### src/rtl/assert_macros.svh
// Assertion macros used by the RTL top level.
`ifndef ASSERT_MACROS_SVH
`define ASSERT_MACROS_SVH

// Same-cycle implication, off during reset.
`define ASSERT_IMPLY(lbl, clk, rst_n, ante, cons) \
    lbl: assert property (@(posedge clk) disable iff (!rst_n) (ante) |-> (cons)) \
        else $error("same-cycle check failed");

// Next-cycle implication, off during reset.
`define ASSERT_NEXT(lbl, clk, rst_n, ante, cons) \
    lbl: assert property (@(posedge clk) disable iff (!rst_n) (ante) |=> (cons)) \
        else $error("next-cycle check failed");

`endif

### src/rtl/e2c_pkg.sv
// Shared types, constants and helper functions for the epoch-to-calendar block.
package e2c_pkg;

    localparam int unsigned SECS_PER_DAY  = 86400;
    localparam int unsigned SECS_PER_HOUR = 3600;
    localparam int unsigned SECS_PER_MIN  = 60;
    localparam int unsigned DAYS_PER_YEAR = 365;
    localparam int unsigned EPOCH_YEAR    = 1970;
    localparam int unsigned EPOCH_WEEKDAY = 4;
    localparam int unsigned DAYS_PER_WEEK = 7;

    localparam int unsigned ZONE_W   = 17;
    localparam int unsigned EPOCH_W  = 32;
    localparam int unsigned TIME_W   = 33;
    localparam int unsigned ADJ_W    = 34;
    localparam int unsigned DAYS_W   = 17;
    localparam int unsigned SOD_W    = 17;
    localparam int unsigned MOD_W    = 11;

    // Split by reciprocal multiply after dropping the power-of-two factor:
    // days = (t >> 7) / 675, minutes = (sod >> 2) / 15, hours = (mod >> 2) / 15.
    localparam int unsigned DAY_PRE    = 7;
    localparam int unsigned DAY_X_W    = 26;
    localparam int unsigned DAY_M_W    = 27;
    localparam int unsigned DAY_P_W    = 53;
    localparam int unsigned DAY_SHIFT  = 36;
    localparam logic [26:0] DAY_RECIP  = 27'd101806633;

    localparam int unsigned MIN_PRE    = 2;
    localparam int unsigned MIN_X_W    = 15;
    localparam int unsigned MIN_M_W    = 16;
    localparam int unsigned MIN_P_W    = 31;
    localparam int unsigned MIN_SHIFT  = 19;
    localparam logic [15:0] MIN_RECIP  = 16'd34953;

    localparam int unsigned HOUR_PRE   = 2;
    localparam int unsigned HOUR_X_W   = 9;
    localparam int unsigned HOUR_M_W   = 10;
    localparam int unsigned HOUR_P_W   = 19;
    localparam int unsigned HOUR_SHIFT = 13;
    localparam logic [9:0]  HOUR_RECIP = 10'd547;

    localparam logic [3:0] LAST_MONTH = 4'd11;
    localparam logic [3:0] MON_FEB    = 4'd1;

    localparam logic CFG_ZONE = 1'b0;
    localparam logic CFG_DST  = 1'b1;

    typedef enum logic [2:0] {
        ST_IDLE,
        ST_DAYS,
        ST_SOD,
        ST_MINS,
        ST_HOURS,
        ST_YEAR,
        ST_MONTH,
        ST_OUT
    } t_state;

    typedef struct packed {
        logic load;
        logic split_day;
        logic split_sod;
        logic split_min;
        logic split_hour;
        logic year_step;
        logic month_step;
        logic out_load;
    } t_cmd;

    typedef struct packed {
        logic year_fits;
        logic month_fits;
    } t_status;

    // Fold 3-bit digits, since 8 is 1 modulo 7.
    function automatic logic [2:0] mod7(input logic [DAYS_W-1:0] x);
        logic [5:0] s1;
        logic [3:0] s2;
        s1 = 6'(x[2:0]) + 6'(x[5:3]) + 6'(x[8:6]) + 6'(x[11:9])
             + 6'(x[14:12]) + 6'(x[16:15]);
        s2 = 4'(s1[2:0]) + 4'(s1[5:3]);
        if (s2 >= 4'(DAYS_PER_WEEK)) begin
            s2 = s2 - 4'(DAYS_PER_WEEK);
        end
        return s2[2:0];
    endfunction

    function automatic logic [4:0] month_len(input logic [3:0] mon, input logic leap);
        logic [4:0] ml;
        case (mon) inside
            MON_FEB:                  ml = leap ? 5'd29 : 5'd28;
            4'd3, 4'd5, 4'd8, 4'd10:  ml = 5'd30;
            default:                  ml = 5'd31;
        endcase
        return ml;
    endfunction

endpackage

### src/rtl/e2c_ctrl.sv
// Sequencer for the epoch-to-calendar block: handshakes and datapath commands.
module e2c_ctrl import e2c_pkg::*; (
    input  logic    i_clk,
    input  logic    i_rst_n,
    input  logic    i_in_valid,
    output logic    o_in_stall,
    output logic    o_out_valid,
    input  logic    i_out_stall,
    input  t_status i_status,
    output t_cmd    o_cmd
);

    t_state           r_state;
    t_state           n_state;
    logic             r_out_valid;
    logic             out_free;

    assign out_free    = !r_out_valid || !i_out_stall;
    assign o_out_valid = r_out_valid;
    assign o_in_stall  = (r_state != ST_IDLE);

    always_ff @(posedge i_clk) begin
        if (!i_rst_n) begin
            r_state     <= ST_IDLE;
            r_out_valid <= 1'b0;
        end else begin
            r_state <= n_state;
            if (o_cmd.out_load) begin
                r_out_valid <= 1'b1;
            end else if (!i_out_stall) begin
                r_out_valid <= 1'b0;
            end
        end
    end

    always_comb begin
        n_state = r_state;
        unique case (r_state)
            ST_IDLE: begin
                if (i_in_valid) n_state = ST_DAYS;
            end
            ST_DAYS:  n_state = ST_SOD;
            ST_SOD:   n_state = ST_MINS;
            ST_MINS:  n_state = ST_HOURS;
            ST_HOURS: n_state = ST_YEAR;
            ST_YEAR: begin
                if (!i_status.year_fits) n_state = ST_MONTH;
            end
            ST_MONTH: begin
                if (!i_status.month_fits) n_state = ST_OUT;
            end
            ST_OUT: begin
                if (out_free) n_state = ST_IDLE;
            end
            default: n_state = ST_IDLE;
        endcase
    end

    always_comb begin
        o_cmd = '0;
        unique case (r_state)
            ST_IDLE: begin
                o_cmd.load = i_in_valid;
            end
            ST_DAYS: begin
                o_cmd.split_day = 1'b1;
            end
            ST_SOD: begin
                o_cmd.split_sod = 1'b1;
            end
            ST_MINS: begin
                o_cmd.split_min = 1'b1;
            end
            ST_HOURS: begin
                o_cmd.split_hour = 1'b1;
            end
            ST_YEAR: begin
                o_cmd.year_step = 1'b1;
            end
            ST_MONTH: begin
                o_cmd.month_step = 1'b1;
            end
            ST_OUT: begin
                o_cmd.out_load = out_free;
            end
            default: begin
                o_cmd = '0;
            end
        endcase
    end

endmodule

### src/rtl/e2c_dp.sv
// Datapath: zone adjust, reciprocal-multiply splitters, year and month steppers, result word.
module e2c_dp import e2c_pkg::*; (
    input  logic                  i_clk,
    input  logic                  i_rst_n,
    input  logic                  i_cfg_we,
    input  logic                  i_cfg_index,
    input  logic [ZONE_W-1:0]     i_cfg_data,
    input  logic [EPOCH_W-1:0]    i_epoch_seconds,
    input  t_cmd                  i_cmd,
    output t_status               o_status,
    output logic [11:0]           o_year,
    output logic [3:0]            o_month,
    output logic [4:0]            o_day_of_month,
    output logic [4:0]            o_hour,
    output logic [5:0]            o_minute,
    output logic [5:0]            o_second,
    output logic [2:0]            o_weekday,
    output logic [8:0]            o_day_of_year,
    output logic                  o_dst_out,
    output logic                  o_before_epoch
);

    logic [ZONE_W-1:0] r_zone;
    logic              r_dst;

    logic [TIME_W-1:0] r_t;
    logic              r_neg;
    logic              r_dst_item;
    logic [DAYS_W-1:0] r_days;
    logic [SOD_W-1:0]  r_sod;
    logic [MOD_W-1:0]  r_mod;
    logic [4:0]        r_hour;
    logic [5:0]        r_second;
    logic [2:0]        r_wday;
    logic [11:0]       r_year;
    logic [6:0]        r_c100;
    logic [8:0]        r_c400;
    logic [3:0]        r_mon;
    logic [8:0]        r_mday;

    logic [ADJ_W-1:0]    adj;
    logic [ADJ_W-1:0]    dst_add;
    logic [DAY_P_W-1:0]  day_prod;
    logic [TIME_W-1:0]   day_base;
    logic [TIME_W-1:0]   sod;
    logic [MIN_P_W-1:0]  min_prod;
    logic [SOD_W-1:0]    min_base;
    logic [SOD_W-1:0]    sec_left;
    logic [HOUR_P_W-1:0] hour_prod;
    logic [MOD_W-1:0]    hour_base;
    logic [MOD_W-1:0]    min_left;
    logic                leap;
    logic [8:0]          ylen;
    logic [4:0]          ml;

    assign dst_add = r_dst ? ADJ_W'(SECS_PER_HOUR) : '0;
    assign adj     = {2'b00, i_epoch_seconds} - {{(ADJ_W-ZONE_W){r_zone[ZONE_W-1]}}, r_zone}
                     + dst_add;

    assign day_prod  = {{DAY_M_W{1'b0}}, r_t[TIME_W-1:DAY_PRE]} * {{DAY_X_W{1'b0}}, DAY_RECIP};
    assign day_base  = {{(TIME_W-DAYS_W){1'b0}}, r_days} * TIME_W'(SECS_PER_DAY);
    assign sod       = r_t - day_base;
    assign min_prod  = {{MIN_M_W{1'b0}}, r_sod[SOD_W-1:MIN_PRE]} * {{MIN_X_W{1'b0}}, MIN_RECIP};
    assign min_base  = {{(SOD_W-MOD_W){1'b0}}, r_mod} * SOD_W'(SECS_PER_MIN);
    assign sec_left  = r_sod - min_base;
    assign hour_prod = {{HOUR_M_W{1'b0}}, r_mod[MOD_W-1:HOUR_PRE]}
                       * {{HOUR_X_W{1'b0}}, HOUR_RECIP};
    assign hour_base = {{(MOD_W-5){1'b0}}, r_hour} * MOD_W'(SECS_PER_MIN);
    assign min_left  = r_mod - hour_base;

    assign leap = ((r_year[1:0] == 2'b00) && (r_c100 != '0)) || (r_c400 == '0);
    assign ylen = 9'(DAYS_PER_YEAR) + {8'd0, leap};
    assign ml   = month_len(r_mon, leap);

    assign o_status.year_fits  = (r_days >= {8'd0, ylen});
    assign o_status.month_fits = (r_mon != LAST_MONTH) && (r_mday >= {4'd0, ml});

    always_ff @(posedge i_clk) begin
        if (!i_rst_n) begin
            r_zone <= '0;
            r_dst  <= 1'b0;
        end else if (i_cfg_we) begin
            unique case (i_cfg_index)
                CFG_ZONE: r_zone <= i_cfg_data;
                CFG_DST:  r_dst  <= i_cfg_data[0];
                default:  r_dst  <= r_dst;
            endcase
        end
    end

    always_ff @(posedge i_clk) begin
        if (i_cmd.load) begin
            r_t        <= adj[ADJ_W-1] ? '0 : adj[TIME_W-1:0];
            r_neg      <= adj[ADJ_W-1];
            r_dst_item <= r_dst;
            r_year     <= 12'(EPOCH_YEAR);
            r_c100     <= 7'(EPOCH_YEAR % 100);
            r_c400     <= 9'(EPOCH_YEAR % 400);
        end

        if (i_cmd.split_day) begin
            r_days <= day_prod[DAY_SHIFT+DAYS_W-1:DAY_SHIFT];
        end

        if (i_cmd.split_sod) begin
            r_sod  <= sod[SOD_W-1:0];
            r_wday <= mod7(r_days + DAYS_W'(EPOCH_WEEKDAY));
        end

        if (i_cmd.split_min) begin
            r_mod <= min_prod[MIN_SHIFT+MOD_W-1:MIN_SHIFT];
        end

        if (i_cmd.split_hour) begin
            r_hour   <= hour_prod[HOUR_SHIFT+4:HOUR_SHIFT];
            r_second <= sec_left[5:0];
        end

        if (i_cmd.year_step) begin
            if (o_status.year_fits) begin
                r_days <= r_days - {8'd0, ylen};
                r_year <= r_year + 1'b1;
                r_c100 <= (r_c100 == 7'd99) ? '0 : r_c100 + 1'b1;
                r_c400 <= (r_c400 == 9'd399) ? '0 : r_c400 + 1'b1;
            end else begin
                r_mday <= r_days[8:0];
                r_mon  <= '0;
            end
        end

        if (i_cmd.month_step && o_status.month_fits) begin
            r_mday <= r_mday - {4'd0, ml};
            r_mon  <= r_mon + 1'b1;
        end

        if (i_cmd.out_load) begin
            o_year         <= r_year;
            o_month        <= r_mon + 1'b1;
            o_day_of_month <= r_mday[4:0] + 1'b1;
            o_hour         <= r_hour;
            o_minute       <= min_left[5:0];
            o_second       <= r_second;
            o_weekday      <= r_wday;
            o_day_of_year  <= r_days[8:0];
            o_dst_out      <= r_dst_item;
            o_before_epoch <= r_neg;
        end
    end

endmodule

### src/rtl/epoch_seconds_to_calendar.sv
// Top level of the epoch-seconds to calendar date and time converter.
// Converts one 32-bit Unix time word at a time into local civil date and time. The
// word is zone-adjusted in the accept cycle, then four steps split it by
// reciprocal multiplication into days, seconds of day, minutes of day and hours, and a
// stepper walks one calendar year per cycle and then one month per cycle. The next
// input word is taken from the cycle after the result has moved into the output
// register, which then holds it until the consumer takes it; while that register is
// still full, the finished result waits and the input stays stalled.
`include "assert_macros.svh"

module epoch_seconds_to_calendar import e2c_pkg::*; (
    input  logic                  i_clk,
    input  logic                  i_rst_n,
    input  logic                  i_cfg_we,
    input  logic                  i_cfg_index,
    input  logic [ZONE_W-1:0]     i_cfg_data,
    input  logic                  i_in_valid,
    output logic                  o_in_stall,
    input  logic [EPOCH_W-1:0]    i_epoch_seconds,
    output logic                  o_out_valid,
    input  logic                  i_out_stall,
    output logic [11:0]           o_year,
    output logic [3:0]            o_month,
    output logic [4:0]            o_day_of_month,
    output logic [4:0]            o_hour,
    output logic [5:0]            o_minute,
    output logic [5:0]            o_second,
    output logic [2:0]            o_weekday,
    output logic [8:0]            o_day_of_year,
    output logic                  o_dst_out,
    output logic                  o_before_epoch
);

    t_cmd    cmd;
    t_status status;
    logic    time_ok;
    logic    clamp_ok;

    e2c_ctrl u_ctrl (
        .i_clk       (i_clk),
        .i_rst_n     (i_rst_n),
        .i_in_valid  (i_in_valid),
        .o_in_stall  (o_in_stall),
        .o_out_valid (o_out_valid),
        .i_out_stall (i_out_stall),
        .i_status    (status),
        .o_cmd       (cmd)
    );

    e2c_dp u_dp (
        .i_clk           (i_clk),
        .i_rst_n         (i_rst_n),
        .i_cfg_we        (i_cfg_we),
        .i_cfg_index     (i_cfg_index),
        .i_cfg_data      (i_cfg_data),
        .i_epoch_seconds (i_epoch_seconds),
        .i_cmd           (cmd),
        .o_status        (status),
        .o_year          (o_year),
        .o_month         (o_month),
        .o_day_of_month  (o_day_of_month),
        .o_hour          (o_hour),
        .o_minute        (o_minute),
        .o_second        (o_second),
        .o_weekday       (o_weekday),
        .o_day_of_year   (o_day_of_year),
        .o_dst_out       (o_dst_out),
        .o_before_epoch  (o_before_epoch)
    );

    assign time_ok  = (o_hour < 5'd24) && (o_minute < 6'd60) && (o_second < 6'd60)
                      && (o_weekday < 3'd7);
    assign clamp_ok = (o_year == 12'd1970) && (o_day_of_year == 9'd0) && (o_hour == 5'd0);

    `ASSERT_NEXT(a_accept_starts_days, i_clk, i_rst_n, i_in_valid && !o_in_stall, cmd.split_day)
    `ASSERT_IMPLY(a_no_overwrite, i_clk, i_rst_n, cmd.out_load, !(o_out_valid && i_out_stall))
    `ASSERT_IMPLY(a_time_in_range, i_clk, i_rst_n, o_out_valid, time_ok)
    `ASSERT_IMPLY(a_clamp_is_epoch, i_clk, i_rst_n, o_out_valid && o_before_epoch, clamp_ok)

endmodule

### config.mk
export PLATFORM = sky130hd
export DESIGN_NAME = epoch_seconds_to_calendar
export DESIGN_NICKNAME = d
export VERILOG_FILES = /design/src/rtl/e2c_pkg.sv /design/src/rtl/e2c_ctrl.sv /design/src/rtl/e2c_dp.sv /design/src/rtl/epoch_seconds_to_calendar.sv
export VERILOG_INCLUDE_DIRS = /design/src /design/src/rtl
export SDC_FILE = /design/constraint.sdc
export NUM_CORES = 1
export LEC_CHECK = 0
export BUFFER_PORTS_ARGS = -buffer_cell sky130_fd_sc_hd__buf_2
export CORE_ASPECT_RATIO = 0.75
export CORE_UTILIZATION = 40
export DETAILED_ROUTE_END_ITERATION = 7
export SLEW_MARGIN = 25
export SYNTH_ARGS = -nofsm -noshare
export SYNTH_HDL_FRONTEND = slang
export SYNTH_SLANG_ARGS = --single-unit
### constraint.sdc
create_clock -name i_clk -period 16.4 [get_ports i_clk]
set_input_delay 3.28 -clock i_clk [delete_from_list [all_inputs] [get_ports i_clk]]
set_output_delay 3.28 -clock i_clk [all_outputs]
set_load 0.005 [all_outputs]
==> results by group <==
Run status
  – Outcome: finished clean

Timing
  – Tmin final: 7.08 ns
  – Max Clock Freq: roughly 140 MHz
  – Final period utilization: 43.1%
  – Worst slew margin: 33.8%
  – Endpoints failing setup: 0
  – RSZ-0062 raised after global routing: false
  – Worst Tran Pin Value: around 0.99 ns
  – Fin Setup TNS: 0 ns
  – Clock Skews: approximately 0.029 ns
  – Max-slew violations: 0
  – Final hold violations: 0

Clocking
  – CTS tree: yes
  – Root Driver: clkbuf_16
  – H-tree depth: 1
  – Total CTS buffers: 22
  – Worst-Skew Late Latency: 0.55 ns
  – PostCTS Resize Cnt: 0
  – Reg clk slew, reported paths: 0.07 ns
  – # hold bufs at CTS: 0
  – Sink Count: 209
  – CTS max path bufs: 3
  – Setup bufs post-CTS: 0

Cells and area
  – Share of cells above drive strength 1: 6.60%
  – Final cell count without fillers: between 3000 and 4000
  – Final Core Density: 44.2%
  – Fin nets: between 3000 and 4000
  – Area growth, synth to finish: 8.75%
  – Ant diodes: 0

Placed design
  – Placer congestion estimate: about 0.99
  – Number of port buffers: between 100 and 150
  – Final HPWL DP: 51700 µm
  – Placed cells: 3437

Floorplanning
  – Rows: 79
  – Die H: approximately 220 µm
  – DIE AREA: between 60000 and 70000 µm²
  – Core Area: 62300 µm²
  – Initial core utilization: 40.6%
  – Die width: just under 300 µm
  – Io pins: 109

Worst setup path
  – Startpoint types: flip-flop
  – Worst path slowest cell: edfxtp_1
  – Worst Setup End Kind: flip-flop
  – CP Data Arrival Time: approximately 7.5 ns
  – CP required: 16.83 ns
  – CP delay by family, top: adder cells
  – CP max FO: 10
  – Worst Path Class, Setup: reg2reg
  – Max stage delay on crit path: ~0.8 ns
  – Buf/Inv on CP: 8
  – R2R Setup Slk: ~9.3 ns
  – Most frequent CP cell: inv_1

Global route
  – Total grt overflow: 0
  – Met2 Track Usage GR: a little under a third
  – Met1 usage: roughly 28%
  – Largest net degree at the start of global routing: 47
  – Vias in the first global route: about 19000
  – Gr busiest metal: met2
  – GR met3 Demand/Resource: ~3%
  – Initial antenna violation count: 2
  – Tot GR Track Use: 19.4%
  – First-pass GRT wire length: slightly below 100000 µm

Drt
  – Drt total wl: between 60000 and 70000 µm
  – Antenna viol nets, final: 0
  – WL/cell: 17.7 µm
  – Initial DRT Pass Iterations: 5
  – Initial DRC Count: slightly above 1000
  – Vias per cell: between 5 and 6
  – Post-route DRC: 0
  – Total number of vias: about 18000

Synthesis
  – Mapped Area: 25300 µm²
  – Commonest cells in the netlist: ha_1, inv_1, fa_1
  – Flip-flop and latch count after synthesis: approximately 210
  – Post-Synthesis Cells: between 2000 and 3000
  – Synthesized Nets: 3394
  – Syn Area/Cell: around 9.9 µm²
  – Top cells by area, synth: ha_1, fa_1, edfxtp_1
  – Register area share after synthesis: 22.2%
  – Post-synthesis async set-or-reset flop share: 0%
  – Synth area leader: ha_1
  – Number of synthesized flops with an enable pin: approximately 140
  – Yosys cell types: 79
  – Ys flop type: edfxtp_1
  – Top cell type's share of synthesized area: a little over a quarter
  – Most common cell in the netlist: ha_1
  – Synth warn: 0

Job
  – MaxCap Viol Count: 0

Hold path
  – Hold Crit Class: reg2reg
-- cell usage in the layout, fill, tap and decap left out, types with 29 or more instances in the layout --
master and instances:
nand3_1 49, a21o_1 44, nand4_1 29, ha_1 548
xnor2_1 80, nor2_1 107, xor2_1 44, inv_1 536
edfxtp_1 142, a21oi_1 128, fa_1 238, nand2_1 135
dfxtp_1 67, buf_2 108, o21ai_0 80
-- cell families (layout without fill, tap and decap cells) --
group | after synthesis | count (layout) | synth area share [%]
fa+ha+maj | 786 | 786 | 45.9
buf+inv | 583 | 697 | 8.70
simple gates | 441 | 441 | 8.34
mux | 8 | 8 | 0.331
xor+xnor | 124 | 124 | 4.29
compound gates | 402 | 402 | 10.2
flops | 209 | 209 | 22.2
-- worst register-to-register path, cell delays in order, from the launching register on --
cell	delay, ns
edfxtp_1	0.80
inv_1	0.36
ha_1	0.38
inv_1	0.09
ha_1	0.15
inv_1	0.05
fa_1	0.47
inv_1	0.05
ha_1	0.26
inv_1	0.04
fa_1	0.47
inv_1	0.05
fa_1	0.54
inv_1	0.06
fa_1	0.55
inv_1	0.05
ha_1	0.35
and4_4	0.20
a221o_1	0.29
o221ai_1	0.18
a31oi_1	0.18
o311a_4	0.44
o21a_4	0.23
o21ai_0	0.33
nand2_1	0.10
a221o_1	0.32
-- metal layers --
metal / vias to the layer above / part of all wire [%]
met2: 459 / 43
met5: - / 0
li1: 8768 / -
met1: 8810 / 49
met3: 75 / 5.8
met4: 0 / 1.9
-- sequential cells by signal, indices dropped and copies added (netlist names), 5 cells and up --
signal               flops
u_dp.r_zone             17
u_dp.r_year             12
u_dp.o_hour              5
u_dp.o_second            6
u_dp.o_day_of_year       9
u_dp.r_c100              7
u_dp.r_sod              17
u_dp.r_mday              9
u_dp.o_minute            6
u_dp.o_day_of_month      5
u_dp.r_t                33
u_dp.r_mod              11
u_dp.r_second            6
u_dp.r_days             17
u_dp.r_hour              5
u_dp.o_year             12
u_dp.r_c400              9
-- layout make-up --
type / count / area (µm²)
fillers: 5977 / 34800
repair buffers: 119 / 623
well taps: 810 / 1010
clock buffers: 34 / 648
inverters: 538 / 2020
clock inverters: 6 / 75.1
multi-input cells: 1761 / 17500
flip-flops and latches: 209 / 5610
-- worst paths after layout --
kind	from	endpoint	cells past startpoint
min reg2reg	u_dp.r_second[4]	u_dp.o_second[4]	0
max reg2reg	u_dp.r_t[16]	u_dp.r_days[15]	25
min	u_dp.r_second[4]	u_dp.o_second[4]	0
max	u_dp.r_t[16]	u_dp.r_days[15]	25
-- through the flow --
step / instance area [µm²] / worst slack, ns / hold slack [ns]
detailed placement: 26800 / 9.33 / 0.405
floorplan: 25300 / 10.02 / 0.400
finish: 27500 / 9.32 / 0.418
global route: 27500 / 9.01 / 0.423
CTS: 27500 / 9.33 / 0.419
global placement: 26800 / 9.44 / 0.401
Power is left out: the tool's default activity adds up to more than one toggle a clock period on the data nets, which glitch-free logic cannot reach.
